**src/rtl/core/clr_pkg.sv**
```systemverilog
// Shared types, widths and helpers for the clipped line rasterizer.
// No dependencies; imported by every module of the block.
package clr_pkg;

  localparam int COORD_BITS     = 16;
  localparam int MAX_IMAGE_SIZE = 4096;

  localparam int SIZE_W  = 13;
  localparam int PIX_W   = 12;
  localparam int COLOR_W = 24;
  localparam int DELTA_W = COORD_BITS + 1;
  localparam int ERR_W   = COORD_BITS + 3;

  localparam logic [SIZE_W-1:0] SIZE_RESET = SIZE_W'(256);
  localparam logic [SIZE_W-1:0] SIZE_MAX   = SIZE_W'(MAX_IMAGE_SIZE);
  localparam logic [SIZE_W-1:0] SIZE_MIN   = SIZE_W'(1);

  typedef logic signed [COORD_BITS-1:0] coord_t;

  typedef enum logic [1:0] {
    KIND_TICK  = 2'd0,
    KIND_START = 2'd1,
    KIND_DROP  = 2'd2
  } item_kind_e;

  // One classified item as it travels from front to back.
  typedef struct packed {
    item_kind_e           kind;
    coord_t               start_x;
    coord_t               start_y;
    coord_t               end_x;
    coord_t               end_y;
    logic [COLOR_W-1:0]   color;
    logic [DELTA_W-1:0]   delta_x;
    logic [DELTA_W-1:0]   delta_y;
    logic                 step_x_neg;
    logic                 step_y_neg;
  } queue_entry_t;

  // Clamp the size register to 1..MAX_IMAGE_SIZE.
  function automatic logic [SIZE_W-1:0] eff_size(input logic [SIZE_W-1:0] size);
    logic [SIZE_W-1:0] r;
    r = size;
    if (size < SIZE_MIN) r = SIZE_MIN;
    else if (size > SIZE_MAX) r = SIZE_MAX;
    return r;
  endfunction

  // Signed coordinate >= unsigned image size.
  function automatic logic coord_ge_size(input coord_t c, input logic [SIZE_W-1:0] size);
    logic signed [COORD_BITS:0] cw;
    logic signed [COORD_BITS:0] sw;
    cw = {c[COORD_BITS-1], c};
    sw = $signed({{(COORD_BITS + 1 - SIZE_W){1'b0}}, size});
    return cw >= sw;
  endfunction

  // |a - b| of two signed coordinates.
  function automatic logic [DELTA_W-1:0] abs_diff(input coord_t a, input coord_t b);
    logic signed [DELTA_W-1:0] aw;
    logic signed [DELTA_W-1:0] bw;
    aw = {a[COORD_BITS-1], a};
    bw = {b[COORD_BITS-1], b};
    return (aw > bw) ? DELTA_W'(aw - bw) : DELTA_W'(bw - aw);
  endfunction

endpackage

```
**src/rtl/core/clr_front.sv**
```systemverilog
// Front end: accepts items, marks culled starts as drops, sets up lines.
// Depends on clr_pkg.
module clr_front (
  input  logic                       in_valid_i,
  output logic                       in_ready_o,
  input  logic                       op_i,
  input  clr_pkg::coord_t            start_x_i,
  input  clr_pkg::coord_t            start_y_i,
  input  clr_pkg::coord_t            end_x_i,
  input  clr_pkg::coord_t            end_y_i,
  input  logic [clr_pkg::COLOR_W-1:0] line_color_i,
  input  logic                       endpoint_invalid_i,
  input  logic [clr_pkg::SIZE_W-1:0] size_i,
  input  logic                       q_full_i,
  output logic                       q_push_o,
  output clr_pkg::queue_entry_t      q_entry_o
);
  import clr_pkg::*;

  logic culled;

  // Both endpoints beyond the same edge.
  assign culled =
      (start_x_i[COORD_BITS-1] && end_x_i[COORD_BITS-1]) ||
      (coord_ge_size(start_x_i, size_i) && coord_ge_size(end_x_i, size_i)) ||
      (start_y_i[COORD_BITS-1] && end_y_i[COORD_BITS-1]) ||
      (coord_ge_size(start_y_i, size_i) && coord_ge_size(end_y_i, size_i));

  assign in_ready_o = !q_full_i;
  assign q_push_o   = in_valid_i && !q_full_i;

  always_comb begin
    q_entry_o.start_x    = start_x_i;
    q_entry_o.start_y    = start_y_i;
    q_entry_o.end_x      = end_x_i;
    q_entry_o.end_y      = end_y_i;
    q_entry_o.color      = line_color_i;
    q_entry_o.delta_x    = abs_diff(end_x_i, start_x_i);
    q_entry_o.delta_y    = abs_diff(end_y_i, start_y_i);
    q_entry_o.step_x_neg = !(start_x_i < end_x_i);
    q_entry_o.step_y_neg = !(start_y_i < end_y_i);
    if (op_i) begin
      q_entry_o.kind = KIND_TICK;
    end else if (endpoint_invalid_i || culled) begin
      q_entry_o.kind = KIND_DROP;
    end else begin
      q_entry_o.kind = KIND_START;
    end
  end

endmodule

```
**src/rtl/core/clr_queue.sv**
```systemverilog
// Two-entry FIFO between front and back ends.
// Depends on clr_pkg.
module clr_queue (
  input  logic                  clk_i,
  input  logic                  rst_ni,
  input  logic                  push_i,
  input  clr_pkg::queue_entry_t push_entry_i,
  output logic                  full_o,
  input  logic                  pop_i,
  output logic                  valid_o,
  output clr_pkg::queue_entry_t head_o
);
  import clr_pkg::*;

  queue_entry_t mem_q [2];
  logic         wr_ptr_q, wr_ptr_d;
  logic         rd_ptr_q, rd_ptr_d;
  logic [1:0]   count_q, count_d;

  assign full_o  = count_q == 2'd2;
  assign valid_o = count_q != 2'd0;
  assign head_o  = mem_q[rd_ptr_q];

  always_comb begin
    wr_ptr_d = wr_ptr_q ^ push_i;
    rd_ptr_d = rd_ptr_q ^ pop_i;
    count_d  = count_q + {1'b0, push_i} - {1'b0, pop_i};
  end

  always_ff @(posedge clk_i) begin
    if (push_i) begin
      mem_q[wr_ptr_q] <= push_entry_i;
    end
  end

  always_ff @(posedge clk_i or negedge rst_ni) begin
    if (!rst_ni) begin
      wr_ptr_q <= 1'b0;
      rd_ptr_q <= 1'b0;
      count_q  <= 2'd0;
    end else begin
      wr_ptr_q <= wr_ptr_d;
      rd_ptr_q <= rd_ptr_d;
      count_q  <= count_d;
    end
  end

endmodule

```
**src/rtl/core/clr_back.sv**
```systemverilog
// Back end: Bresenham walker state, one step per tick, output register.
// Depends on clr_pkg.
module clr_back (
  input  logic                        clk_i,
  input  logic                        rst_ni,
  input  logic [clr_pkg::SIZE_W-1:0]  size_i,
  input  logic                        q_valid_i,
  input  clr_pkg::queue_entry_t       q_head_i,
  output logic                        q_pop_o,
  output logic                        out_valid_o,
  input  logic                        out_ready_i,
  output logic                        write_enable_o,
  output logic [clr_pkg::PIX_W-1:0]   pixel_x_o,
  output logic [clr_pkg::PIX_W-1:0]   pixel_y_o,
  output logic [clr_pkg::COLOR_W-1:0] pixel_color_o,
  output logic                        line_done_o
);
  import clr_pkg::*;

  logic                busy_q, busy_d;
  coord_t              cur_x_q, cur_x_d;
  coord_t              cur_y_q, cur_y_d;
  coord_t              tgt_x_q, tgt_y_q;
  logic [DELTA_W-1:0]  dx_q, dy_q;
  logic signed [ERR_W-1:0] err_q, err_d;
  logic                sxn_q, syn_q;
  logic [COLOR_W-1:0]  color_q;

  logic                out_valid_q;
  logic                we_q, done_q;
  logic [PIX_W-1:0]    px_q, py_q;
  logic [COLOR_W-1:0]  pc_q;

  logic out_free, is_tick, do_step, do_load;
  logic in_image, at_end, leaving, last;
  logic ge_x, ge_y;
  logic signed [ERR_W:0] e2, dx_w, dy_w, err_w;
  logic mv_x, mv_y;

  assign out_free = !out_valid_q || out_ready_i;
  assign is_tick  = q_head_i.kind == KIND_TICK;
  assign q_pop_o  = q_valid_i && (!is_tick || out_free);
  assign do_step  = q_pop_o && is_tick && busy_q;
  assign do_load  = q_pop_o && (q_head_i.kind == KIND_START);

  // Step decision for the current pixel.
  assign ge_x     = coord_ge_size(cur_x_q, size_i);
  assign ge_y     = coord_ge_size(cur_y_q, size_i);
  assign in_image = !cur_x_q[COORD_BITS-1] && !ge_x && !cur_y_q[COORD_BITS-1] && !ge_y;
  assign at_end   = (cur_x_q == tgt_x_q) && (cur_y_q == tgt_y_q);
  assign leaving  = (cur_x_q[COORD_BITS-1] && sxn_q) || (ge_x && !sxn_q) ||
                    (cur_y_q[COORD_BITS-1] && syn_q) || (ge_y && !syn_q);
  assign last     = at_end || leaving;

  // Error term advance.
  assign e2    = {err_q, 1'b0};
  assign dx_w  = $signed({{(ERR_W + 1 - DELTA_W){1'b0}}, dx_q});
  assign dy_w  = $signed({{(ERR_W + 1 - DELTA_W){1'b0}}, dy_q});
  assign mv_x  = e2 > -dy_w;
  assign mv_y  = e2 < dx_w;
  assign err_w = {err_q[ERR_W-1], err_q} - (mv_x ? dy_w : '0) + (mv_y ? dx_w : '0);

  always_comb begin
    busy_d  = busy_q;
    cur_x_d = cur_x_q;
    cur_y_d = cur_y_q;
    err_d   = err_q;
    if (q_pop_o) begin
      unique case (q_head_i.kind)
        KIND_START: begin
          busy_d  = 1'b1;
          cur_x_d = q_head_i.start_x;
          cur_y_d = q_head_i.start_y;
          err_d   = $signed({2'b00, q_head_i.delta_x}) - $signed({2'b00, q_head_i.delta_y});
        end
        KIND_DROP: begin
          busy_d = 1'b0;
        end
        KIND_TICK: begin
          if (busy_q) begin
            if (last) begin
              busy_d = 1'b0;
            end else begin
              err_d = err_w[ERR_W-1:0];
              if (mv_x) cur_x_d = sxn_q ? cur_x_q - coord_t'(1) : cur_x_q + coord_t'(1);
              if (mv_y) cur_y_d = syn_q ? cur_y_q - coord_t'(1) : cur_y_q + coord_t'(1);
            end
          end
        end
        default: begin
          busy_d = busy_q;
        end
      endcase
    end
  end

  always_ff @(posedge clk_i) begin
    cur_x_q <= cur_x_d;
    cur_y_q <= cur_y_d;
    err_q   <= err_d;
    if (do_load) begin
      tgt_x_q <= q_head_i.end_x;
      tgt_y_q <= q_head_i.end_y;
      dx_q    <= q_head_i.delta_x;
      dy_q    <= q_head_i.delta_y;
      sxn_q   <= q_head_i.step_x_neg;
      syn_q   <= q_head_i.step_y_neg;
      color_q <= q_head_i.color;
    end
    if (do_step) begin
      we_q   <= in_image;
      px_q   <= in_image ? cur_x_q[PIX_W-1:0] : '0;
      py_q   <= in_image ? cur_y_q[PIX_W-1:0] : '0;
      pc_q   <= color_q;
      done_q <= last;
    end
  end

  always_ff @(posedge clk_i or negedge rst_ni) begin
    if (!rst_ni) begin
      busy_q      <= 1'b0;
      out_valid_q <= 1'b0;
    end else begin
      busy_q <= busy_d;
      if (do_step) begin
        out_valid_q <= 1'b1;
      end else if (out_ready_i) begin
        out_valid_q <= 1'b0;
      end
    end
  end

  assign out_valid_o    = out_valid_q;
  assign write_enable_o = we_q;
  assign pixel_x_o      = px_q;
  assign pixel_y_o      = py_q;
  assign pixel_color_o  = pc_q;
  assign line_done_o    = done_q;

endmodule

```
**src/rtl/core/clipped_line_rasterizer_unit.sv**
```systemverilog
// Top level of the clipped Bresenham line rasterizer: size register,
// front end, item queue and walker. Depends on clr_pkg, clr_front,
// clr_queue, clr_back.
//
//   channel | direction | handshake               | payload
//   --------+-----------+-------------------------+-----------------------------
//   cfg     | in        | cfg_valid_i/cfg_ready_o | cfg_data_i (image size)
//   in      | in        | in_valid_i/in_ready_o   | op, endpoints, color, invalid
//   out     | out       | out_valid_o/out_ready_i | write enable, pixel x/y,
//           |           |                         | color, line done
//
// One item per clock sustained unless the output stalls: the front end
// classifies an item in the cycle it is accepted, the walker takes one item
// from the 2-entry queue per clock and registers a tick's pixel as it pops it.
// A stalled output holds ticks in the queue; starts still drain past it
// only once they reach the head. Reset clears the queue, the busy flag and
// the output valid, and sets the image size to 256. Config is always ready.
module clipped_line_rasterizer_unit (
  input  logic                        clk_i,
  input  logic                        rst_ni,
  // configuration
  input  logic                        cfg_valid_i,
  output logic                        cfg_ready_o,
  input  logic [clr_pkg::SIZE_W-1:0]  cfg_data_i,
  // input items
  input  logic                        in_valid_i,
  output logic                        in_ready_o,
  input  logic                        op_i,
  input  clr_pkg::coord_t             start_x_i,
  input  clr_pkg::coord_t             start_y_i,
  input  clr_pkg::coord_t             end_x_i,
  input  clr_pkg::coord_t             end_y_i,
  input  logic [clr_pkg::COLOR_W-1:0] line_color_i,
  input  logic                        endpoint_invalid_i,
  // result items
  output logic                        out_valid_o,
  input  logic                        out_ready_i,
  output logic                        write_enable_o,
  output logic [clr_pkg::PIX_W-1:0]   pixel_x_o,
  output logic [clr_pkg::PIX_W-1:0]   pixel_y_o,
  output logic [clr_pkg::COLOR_W-1:0] pixel_color_o,
  output logic                        line_done_o
);
  import clr_pkg::*;

  logic [SIZE_W-1:0] size_q;
  logic [SIZE_W-1:0] size_eff;

  logic         q_push, q_full, q_pop, q_valid;
  queue_entry_t q_in, q_head;

  // Image size register; out-of-range values are clamped on use.
  assign cfg_ready_o = 1'b1;
  assign size_eff    = eff_size(size_q);

  always_ff @(posedge clk_i or negedge rst_ni) begin
    if (!rst_ni) begin
      size_q <= SIZE_RESET;
    end else if (cfg_valid_i) begin
      size_q <= cfg_data_i;
    end
  end

  clr_front u_front (
    .in_valid_i        (in_valid_i),
    .in_ready_o        (in_ready_o),
    .op_i              (op_i),
    .start_x_i         (start_x_i),
    .start_y_i         (start_y_i),
    .end_x_i           (end_x_i),
    .end_y_i           (end_y_i),
    .line_color_i      (line_color_i),
    .endpoint_invalid_i(endpoint_invalid_i),
    .size_i            (size_eff),
    .q_full_i          (q_full),
    .q_push_o          (q_push),
    .q_entry_o         (q_in)
  );

  clr_queue u_queue (
    .clk_i       (clk_i),
    .rst_ni      (rst_ni),
    .push_i      (q_push),
    .push_entry_i(q_in),
    .full_o      (q_full),
    .pop_i       (q_pop),
    .valid_o     (q_valid),
    .head_o      (q_head)
  );

  clr_back u_back (
    .clk_i         (clk_i),
    .rst_ni        (rst_ni),
    .size_i        (size_eff),
    .q_valid_i     (q_valid),
    .q_head_i      (q_head),
    .q_pop_o       (q_pop),
    .out_valid_o   (out_valid_o),
    .out_ready_i   (out_ready_i),
    .write_enable_o(write_enable_o),
    .pixel_x_o     (pixel_x_o),
    .pixel_y_o     (pixel_y_o),
    .pixel_color_o (pixel_color_o),
    .line_done_o   (line_done_o)
  );

endmodule

```
**config.mk**
```make
export PLATFORM = sky130hd
export DESIGN_NAME = clipped_line_rasterizer_unit
export DESIGN_NICKNAME = d
export VERILOG_FILES = /design/src/rtl/core/clr_pkg.sv /design/src/rtl/core/clr_front.sv /design/src/rtl/core/clr_queue.sv /design/src/rtl/core/clr_back.sv /design/src/rtl/core/clipped_line_rasterizer_unit.sv
export SDC_FILE = /design/constraint.sdc
export NUM_CORES = 1
export LEC_CHECK = 0
export BUFFER_PORTS_ARGS = -buffer_cell sky130_fd_sc_hd__buf_2
export CAP_MARGIN = 25
export CELL_PAD_IN_SITES_DETAIL_PLACEMENT = 0
export CELL_PAD_IN_SITES_GLOBAL_PLACEMENT = 1
export CORE_ASPECT_RATIO = 1.5
export CORE_MARGIN = 10
export CORE_UTILIZATION = 46
export CTS_CLUSTER_DIAMETER = 50
export CTS_CLUSTER_SIZE = 24
export DETAILED_ROUTE_END_ITERATION = 12
export GPL_ROUTABILITY_DRIVEN = 0
export PLACE_DENSITY = 0.85
export SLEW_MARGIN = 20
export SYNTH_ARGS = -nofsm -noshare
export SYNTH_HDL_FRONTEND = slang
export SYNTH_HIERARCHICAL = 1
export SYNTH_SLANG_ARGS = --single-unit
```
**constraint.sdc**
```tcl
create_clock -name clk_i -period 6.2 [get_ports clk_i]
set_input_delay 1.24 -clock clk_i [delete_from_list [all_inputs] [get_ports clk_i]]
set_output_delay 1.24 -clock clk_i [all_outputs]
set_load 0.02 [all_outputs]
```
**Word level (Yosys, flattened, before mapping)**

Memory sizes are Yosys's and may differ from the RTL's.
Index checks and enable logic that the tools add are counted.

- Bits in read-only memories: 0
- Input bits: 108
- Output and inout port bits: 53
- Bits in writable memories: 252
- Memories kept: 1
- Register bits after elaboration: 212
- Bits in latches: 0

- Div/mod/pow operators: 0
- Bitwise logic cells: 2
- Reduce and logical (&&, ||, !) cells: 47
- Shift-type cells: 0
- $mul: 0
- Mux-type cells: 28
- $lt $le $gt $ge: 14
- Add/sub/neg operators: 14
- Equality and inequality tests: 9

Memories:

| name | words | width | read ports | clocked after memory_dff | wr ports | RTL line | RTL |
|---|---|---|---|---|---|---|---|
| u_queue.mem_q | 2 | 126 | 1 | 0 | 1 | clr_queue.sv:15 | `queue_entry_t mem_q [2];` |

Operators with widths:

| cell | count |
|---|---|
| $mux 16 | 8 |
| $ge 16x14->1 | 6 |
| $mux 17 | 4 |
| $sub 16x16->17 | 4 |
| $pmux 16 s2 | 2 |
| $mux 19 | 2 |
| $pmux 19 s2 | 1 |
| $add 16x2->16 const B | 2 |
| $eq 16x16->1 | 2 |
| $gt 16x16->1 | 2 |
| $lt 16x16->1 | 2 |
| $sub 16x2->16 const B | 2 |
| $mux 13 | 2 |
| $gt 20x20->1 | 1 |
| $lt 20x18->1 | 1 |
| $neg 17->20 | 1 |
| $add 19x19->19 | 1 |
| $sub 19x17->19 | 1 |
| $sub 17x17->18 | 1 |
| $logic_and 1x1->1 | 17 |
| $gt 13x13->1 const B | 1 |
| $lt 13x1->1 const B | 1 |
| $logic_not 1->1 | 11 |
| $logic_or 1x1->1 | 10 |
| other kinds (16) | 29 |

**Longest topological paths before layout**

Gate-level depths: netlist of run 1.

- Word-level depth: 12
- Gate-level depth with buffers: 28
- Gate-level depth less buffers: 27

**Hierarchy**

The synthesis of run 1 kept the hierarchy.

Modules (own cells, without submodules):

| module | area each (µm²) | instances | cells an instance |
|---|---|---|---|
| clr_back | 12,331.8 | 1 | 1,121 |
| clr_queue | 9,410.3 | 1 | 408 |
| clr_front | 5,240.0 | 1 | 721 |
| clipped_line_rasterizer_unit | 633.1 | 1 | 48 |

**Worst setup path after synthesis of run 1**

OpenSTA, ideal clock, no wires.

- Path kind: input port to flip-flop
- Start: input port out_ready_i
- End: register u_back.color_q[0] (enable)
- Buffers on the path: 0
- Stages on the path: 5
- Path slack: 0.165 ns
- Data arrival time: 5.492 ns
- Library setup time: 0.543 ns
- Required time: 5.657 ns
- Cell sequence: nand2b_1 o21ai_1 inv_2 nand2b_1 nor2_1

- Cells in the longest elaborated chain, start to end: 4

Ends and longest elaborated chain:

| what | RTL line | RTL |
|---|---|---|
| start, declared | clipped_line_rasterizer_unit.sv:37 | `input logic out_ready_i,` |
| $logic_or 1x1->1 | clr_back.sv:40 | `assign out_free = !out_valid_q \|\| out_ready_i;` |
| $logic_or 1x1->1 | clr_back.sv:42 | `assign q_pop_o = q_valid_i && (!is_tick \|\| out_free);` |
| $logic_and 1x1->1 | clr_back.sv:42 |  |
| via q_pop | clipped_line_rasterizer_unit.sv:49 | `logic q_push, q_full, q_pop, q_valid;` |
| $logic_and 1x1->1 | clr_back.sv:44 | `assign do_load = q_pop_o && (q_head_i.kind == KIND_START);` |
| via u_back.do_load | clr_back.sv:34 | `logic out_free, is_tick, do_step, do_load;` |
| end signal, assigned | clr_back.sv:108 | `color_q <= q_head_i.color;` |
| end, declared | clr_back.sv:27 | `logic [COLOR_W-1:0] color_q;` |

The timed path passes the listed nets, and every way through them passes these cells.
A chain may end at the register's enable or synchronous reset.

**Final worst setup path of run 1**

- Start: register u_back.dy_q[5]
- End: register u_back.err_q[18], data pin

- Cells in the longest elaborated chain, start to end: 8

Ends and longest elaborated chain:

| what | RTL line | RTL |
|---|---|---|
| start, declared | clr_back.sv:24 | `logic [DELTA_W-1:0] dx_q, dy_q;` |
| start signal, assigned | clr_back.sv:105 | `dy_q <= q_head_i.delta_y;` |
| $neg 17->20 | clr_back.sv:59 | `assign mv_x = e2 > -dy_w;` |
| $gt 20x20->1 | clr_back.sv:59 |  |
| $mux 17 (*) | clr_back.sv:61 | `assign err_w = {err_q[ERR_W-1], err_q} - (mv_x ? dy_w : '0) + (mv_y ? dx_w : '0);` |
| $sub 19x17->19 (*) | clr_back.sv:61 |  |
| $add 19x19->19 (*) | clr_back.sv:61 |  |
| $mux 19 (*) | clr_back.sv:81 | `if (last) begin` |
| $mux 19 (*) | clr_back.sv:80 | `if (busy_q) begin` |
| $pmux 19 s2 (*) | clr_back.sv:69 | `unique case (q_head_i.kind)` |
| end signal, assigned | clr_back.sv:100 | `err_q <= err_d;` |
| end, declared | clr_back.sv:25 | `logic signed [ERR_W-1:0] err_q, err_d;` |

Every way passes the cells marked *; elsewhere a longest branch is shown, timed or not. The select of a mux whose other input is x is not followed.

==> results.ini, run 1 <==
[critical_path]
slowest_stage = or4_4
path_class = reg2reg
start_kind = register
crit_family = simple AND/OR/NAND/NOR gates
crit_path_frequent_cell = a21o_1
slowest_delay_ns = 0.60
path_buf_inv = 1
critPathArrivalTime_ns = 6.35
critPathRequiredTime_ns = 6.52
crit_fanout = 6
endpoint_kind = register

[yosys]
yosys_warnings = 6
muxShareOfSynthArea_pct = 7.24
synth_top_area_share_pct = 48.4
syn_nets = 2681
synth_fa_ha_area_share_pct = 13.1
yosysTopAreaCell = edfxtp_1
syn-cell-area_um2 = 27600
synth_cells = 2298
synth_top_family_by_area = adder cells
synthXorXnorAreaFrac_pct = 3.96
synth_compound_area_share_pct = 10.1
synth_cell_types = 86
synthArstFlopShare_pct = 4.09
synthSimpleGateAreaFrac_pct = 8.75
synthTopCellsByArea = edfxtp_1, ha_1, mux2_2
synth_flop_cell = edfxtp_1
synth_edf_count = 445
ys_ff_latch = 464
syn_avg_cell_area_um2 = 12.0
seq_area_frac_synth_pct = 50.1

[power]
vdd_drop_max_mv = 0.276
total_leakage_power_nw = 12.6
power_density_nw_per_um2 = 574

[finish]
stdcell_area_um2 = 30600
area_growth_pct = 10.8
layout.area.seq_um2 = 13800
multi_input_area_um2 = 12200
final_nets = 2783
antenna_cells = 0
layout_commonest_cell = edfxtp_1
final_cell_count_no_fill = 3216
drive_above_1_share_pct = 20.1
layout_common_cells = edfxtp_1, ha_1, inv_1
num-fill-cells = 5162

[floorplan]
die_w_um = 220
dieArea_um2 = 70400
core_area_um2 = 59700
io_pins = 161
initial_core_util_pct = 46.2
die_h_um = 320
placementRows = 110

[global_routing]
grt_max_degree = 103
grt_pass1_vias = 18500
antenna_found_initial = 0
grt_pass1_wl_um = 107000
grt-ovfl-total = 0
grt_usage_pct = 19.8

[place]
place_ws_ns = -0.262
placed_cells = 3136
place_area_um2 = 28800
portBuffers = 159
hpwl_um = 55000

[sta]
slew_headroom_pct = 33.3
tightest_slew_ns = 1.00
post-route-min-period_ns = 6.04
setup_viol = 0
clock.fmax_mhz = 166
min_period_over_period_pct = 97.4
setup_slack_ns = 0.163
finalMaxSlewViolations = 0
hold-worst-slack_ns = 0.420
grt_setup_unrepaired = yes
hold_violations = 0
finClkSkew_ns = 0.0311

[clock_network]
clock_latency_ns = 0.60
cts_hold_buf = 0
path_clk_slew_ns = 0.08
cts_tree = done
clock-sinks = 464
cts_max_path_buffers = 3
numCtsBuffers = 40
cts_root_buffer = clkbuf_16
htreeDepth = 2

[routing]
wl_per_cell_um = 22.3
drcViolationCount = 0
ant_nets = 0
avgViaCountPerCell = 5.65
drt_pass1_iterations = 6
vias = 18200
drt_iter0_drc = 1510
drt_wl_total_um = 71600

[job]
maxCapViolCount = 0

[status]
outcome = complete, no violations

[hold_path]
hold_path.class = reg2reg

-- area by class of cell --
cell class	instances	share of cell area [%]
Timing Repair Buffer	204	3.80
Clock buffer	41	3.35
Tap cell	784	3.21
Clock inverter	33	1.73
Sequential cell	464	45.2
Multi-Input combinational cell	1465	39.9
Inverter	225	2.76
-- metal layers --
metal  up-vias  global-route usage [%]  routed length [µm]  share of wire (%)
li1       8469                       -                   -                  -
met1      8931                    22.6               27100                 38
met2       607                    36.0               37300                 52
met3       153                    2.42                3480                4.9
met4         0                    9.20                3660                5.1
met5         -                       0                   0                  0
-- registers in the layout (all words and copies together) (netlist names) --
register,flops
u_back/line_done_o,1
u_queue/count_q,2
u_back/pixel_y_o,12
u_back/err_q,19
size_q,13
u_queue/rd_ptr_q,1
u_back/cur_y_q,16
u_back/write_enable_o,1
u_back/tgt_y_q,16
u_back/sxn_q,1
u_back/color_q,24
u_back/tgt_x_q,16
u_back/out_valid_o,1
u_queue/wr_ptr_q,1
u_back/pixel_x_o,12
u_back/syn_q,1
u_back/busy_q,1
u_back/dy_q,17
u_queue/mem_q,252
u_back/dx_q,17
u_back/pixel_color_o,24
u_back/cur_x_q,16
-- cells in the mapped netlist, drive strengths merged (38+ instances only) --
| cell type | count |
|---|---|
| edfxtp | 445 |
| ha | 251 |
| inv | 225 |
| mux2 | 141 |
| buf | 131 |
| nand2 | 124 |
| a21oi | 119 |
| o21ai | 110 |
| xor2 | 75 |
| nor2 | 72 |
| a21o | 59 |
| xnor2 | 47 |
| and2 | 46 |
| nor2b | 42 |
| nor3 | 38 |
-- final timing paths --
kind | cells after the start | endpoint | startpoint | slack [ns]
hold reg to reg | 0 | u_back/pixel_color_o[8]$_DFFE_PP_ | u_back/color_q[8]$_DFFE_PP_ | 0.42
setup reg to reg | 27 | u_back/err_q[18]$_DFFE_PP_ | u_back/dy_q[5]$_DFFE_PP_ | 0.16
hold / removal | 0 | u_back/pixel_color_o[8]$_DFFE_PP_ | u_back/color_q[8]$_DFFE_PP_ | 0.42
max in group asynchronous | 1 | u_queue/rd_ptr_q$_DFF_PN0_ | rst_ni | 5.21
setup / recovery | 27 | u_back/err_q[18]$_DFFE_PP_ | u_back/dy_q[5]$_DFFE_PP_ | 0.16
min in group asynchronous | 1 | size_q[12]$_DFFE_PN0P_ | rst_ni | 0.60
-- per-stage QoR --
stage | setup TNS, ns | power, mW | utilization (%)
after floorplan | 0 | 11.5 | -
after global placement | -0.128 | 13.7 | 48.2
after detailed placement | -0.901 | 14.0 | 48.2
after CTS | 0 | 17.1 | 50.8
after global routing | -0.162 | 18.7 | 51.2
final | 0 | 17.6 | 51.2
-- cell families (layout without fill, tap and decap cells) --
group | after synthesis | after routing
DFF | 464 | 464
xor gates and xnor gates | 123 | 123
muxes | 168 | 168
and+or+nand+nor | 469 | 469
AOI/OAI and AO/OA | 429 | 429
buffers and inverters | 369 | 503
other | 1 | 1
adders and majority gates | 275 | 275
-- power by group --
group	total (mW)	switching (mW)	internal, mW	leakage (nW)
combinational	9.11	5.11	4.00	7.48
clock	2.89	1.38	1.51	0.760
sequential	5.57	0.719	4.85	4.34
total	17.6	7.21	10.4	12.6
-- worst reg2reg max path, stage by stage, from the launching register on --
cell      delay [ns]
edfxtp_1        0.39
or4_4           0.59
nor2_1          0.12
nand2_1         0.09
nor2_2          0.16
nand2_2         0.07
nor2_2          0.12
xor2_1          0.17
ha_1            0.27
a21o_1          0.20
a21o_1          0.16
a21o_1          0.17
a21oi_2         0.13
o211ai_1        0.16
a21oi_2         0.23
nor3_4          0.09
and2_4          0.17
fa_1            0.50
inv_1           0.07
ha_4            0.27
nand4_1         0.12
or4_4           0.60
a31oi_4         0.24
a41o_1          0.23
or2_1           0.11
a31oi_1         0.08
xnor2_1         0.17
o21ai_1         0.08
-- what timing repair did --
action	CTS	global route
pin swaps	0	36
resized for setup	3	42
setup buffers	0	4
setup endpoints to repair	7	9
No activity file was read; power rests on OpenSTA's default activity.
==> run 2: changes to the inputs <==
Clock period 6.2 ns to 5 ns, I/O delays scaled along.
==> run 2 against run 1 <==
The run now ends with setup timing left. Clock skew is 0.014 ns higher. Die area stayed put. Design area rose by 1.8%. Combinational power rose by 45%. Maximum frequency grew 2.1%. Sequential share of layout area decreased by 0.81 points. Core utilization up 0.94 points. Cell count up 2.0%. Via count is 0.51% higher. Critical path type unchanged.
==> results.ini, run 2 (same netlist as run 1, synthesis figures left out) <==
[status]
outcome = finished, violations left
failed_checks = setup timing

[routing]
wl_per_cell_um = 22.2
ant_nets = 0
drt_pass1_iterations = 5
vias = 18300
drt_wl_total_um = 72900
avgViaCountPerCell = 5.57
drcViolationCount = 0
drt_iter0_drc = 1392

[job]
maxCapViolCount = 0

[finish]
final_cell_count_no_fill = 3279
layout_commonest_cell = edfxtp_1
final_util_pct = 52.2
layout_common_cells = edfxtp_1, ha_1, inv_1
final_nets = 2851
num-fill-cells = 5100
largest_reg_flops = 252
regMostFlops = u_queue/mem_q
area_growth_pct = 12.8
drive_above_1_share_pct = 23.6

[critical_path]
slowest_stage = or4_4
path_buf_inv = 3
path_class = reg2reg
critPathRequiredTime_ns = 5.32
slowest_delay_ns = 0.56
crit_path_frequent_cell = nor2_2
endpoint_kind = register
crit_fanout = 6
critPathArrivalTime_ns = 6.24
start_kind = register
crit_family = simple AND/OR/NAND/NOR gates

[sta]
tightest_slew_ns = 1.04
min_period_over_period_pct = 118
hold-worst-slack_ns = 0.383
clock.fmax_mhz = 169
finClkSkew_ns = 0.0449
setup_slack_ns = -0.912
slew_headroom_pct = 30.2
setup_viol = 15
grt_setup_unrepaired = yes
fin_setup_tns_ns = -8.78
finalMaxSlewViolations = 0
hold_violations = 0
post-route-min-period_ns = 5.91

[place]
portBuffers = 159
hpwl_um = 57100
place_ws_ns = -0.960
placed_cells = 3200

[global_routing]
antenna_found_initial = 4
met3_usage_pct = 2.39
grt_pass1_vias = 18900
grt_max_degree = 67
busiest_layer = met2
grt_usage_pct = 20.2
use_met2_pct = 37.1
grt-ovfl-total = 0
grt_pass1_wl_um = 108000
met1_usage_pct = 21.1

[floorplan]
die_h_um = 320
die_w_um = 220
core_area_um2 = 59700
initial_core_util_pct = 46.2
dieArea_um2 = 70400
placementRows = 110
io_pins = 161

[clock_network]
cts_tree = done
htreeDepth = 2
clock-sinks = 464
cts_max_path_buffers = 3
clock_latency_ns = 0.59
path_clk_slew_ns = 0.09
cts_hold_buf = 0
cts_root_buffer = clkbuf_16
numCtsBuffers = 36

[power]
power_density_nw_per_um2 = 741
vdd_drop_max_mv = 0.460
total_leakage_power_nw = 12.8

[hold_path]
hold_path.class = in2async

## run 2: changes by cell type in the layout (fill, tap and decap cells not counted), sizes merged
cell	previous run	this run
bufinv	4	2
inv	248	237
clkbuf	42	39
buf	203	276
clkinvlp	0	1
clkinv	6	8
diode	0	3
## run 2: area by class of cell
| cell class | count | area, µm² | share of cell area (%) |
|---|---|---|---|
| diodes | 3 | 7.51 | 0.0241 |
| repair buffers | 276 | 1740 | 5.59 |
| well taps | 784 | 981 | 3.15 |
| flip-flops and latches | 464 | 13800 | 44.4 |
| clock inverters | 23 | 374 | 1.20 |
| multi-input cells | 1465 | 12500 | 40.0 |
| inverters | 225 | 845 | 2.71 |
| clock buffers | 39 | 912 | 2.93 |
## run 2: final timing paths
check                                              from                                 end  slack, ns  cells after the start
max                            u_back/dy_q[4]$_DFFE_PP_          u_back/err_q[18]$_DFFE_PP_      -0.91                     27
min                                              rst_ni               size_q[5]$_DFFE_PN0P_       0.38                      1
max reg2reg                    u_back/dy_q[4]$_DFFE_PP_          u_back/err_q[18]$_DFFE_PP_      -0.91                     27
min reg2reg                u_back/color_q[14]$_DFFE_PP_  u_back/pixel_color_o[14]$_DFFE_PP_       0.42                      0
max in group asynchronous                        rst_ni          u_queue/rd_ptr_q$_DFF_PN0_       4.21                      1
min in group clk_i         u_back/color_q[14]$_DFFE_PP_  u_back/pixel_color_o[14]$_DFFE_PP_       0.42                      0
## run 2: routing by layer
layer  vias to the layer above  wire [µm]
li1                       8583          -
met1                      8928      25900
met2                       552      38700
met3                       187       3130
met4                         2       5160
met5                         -         17
## run 2: repair_timing
action | CTS | global route
pin swaps | 32 | 36
resized for setup | 39 | 29
setup endpoints to repair | 16 | 17
buffers inserted | 10 | 6
## run 2: metrics by stage
step	cell area, µm²	total power [mW]
floorplan	27800	14.9
global placement	29500	18.3
detailed placement	29500	18.8
CTS	31000	22.7
global route	31200	24.6
finish	31200	23.1
## run 2: where the power goes
part / internal, mW / total (mW) / leakage (nW) / switching [mW]
logic: 6.07 / 13.2 / 7.89 / 7.08
clock network: 1.55 / 3.10 / 0.613 / 1.55
registers: 6.01 / 6.82 / 4.34 / 0.814
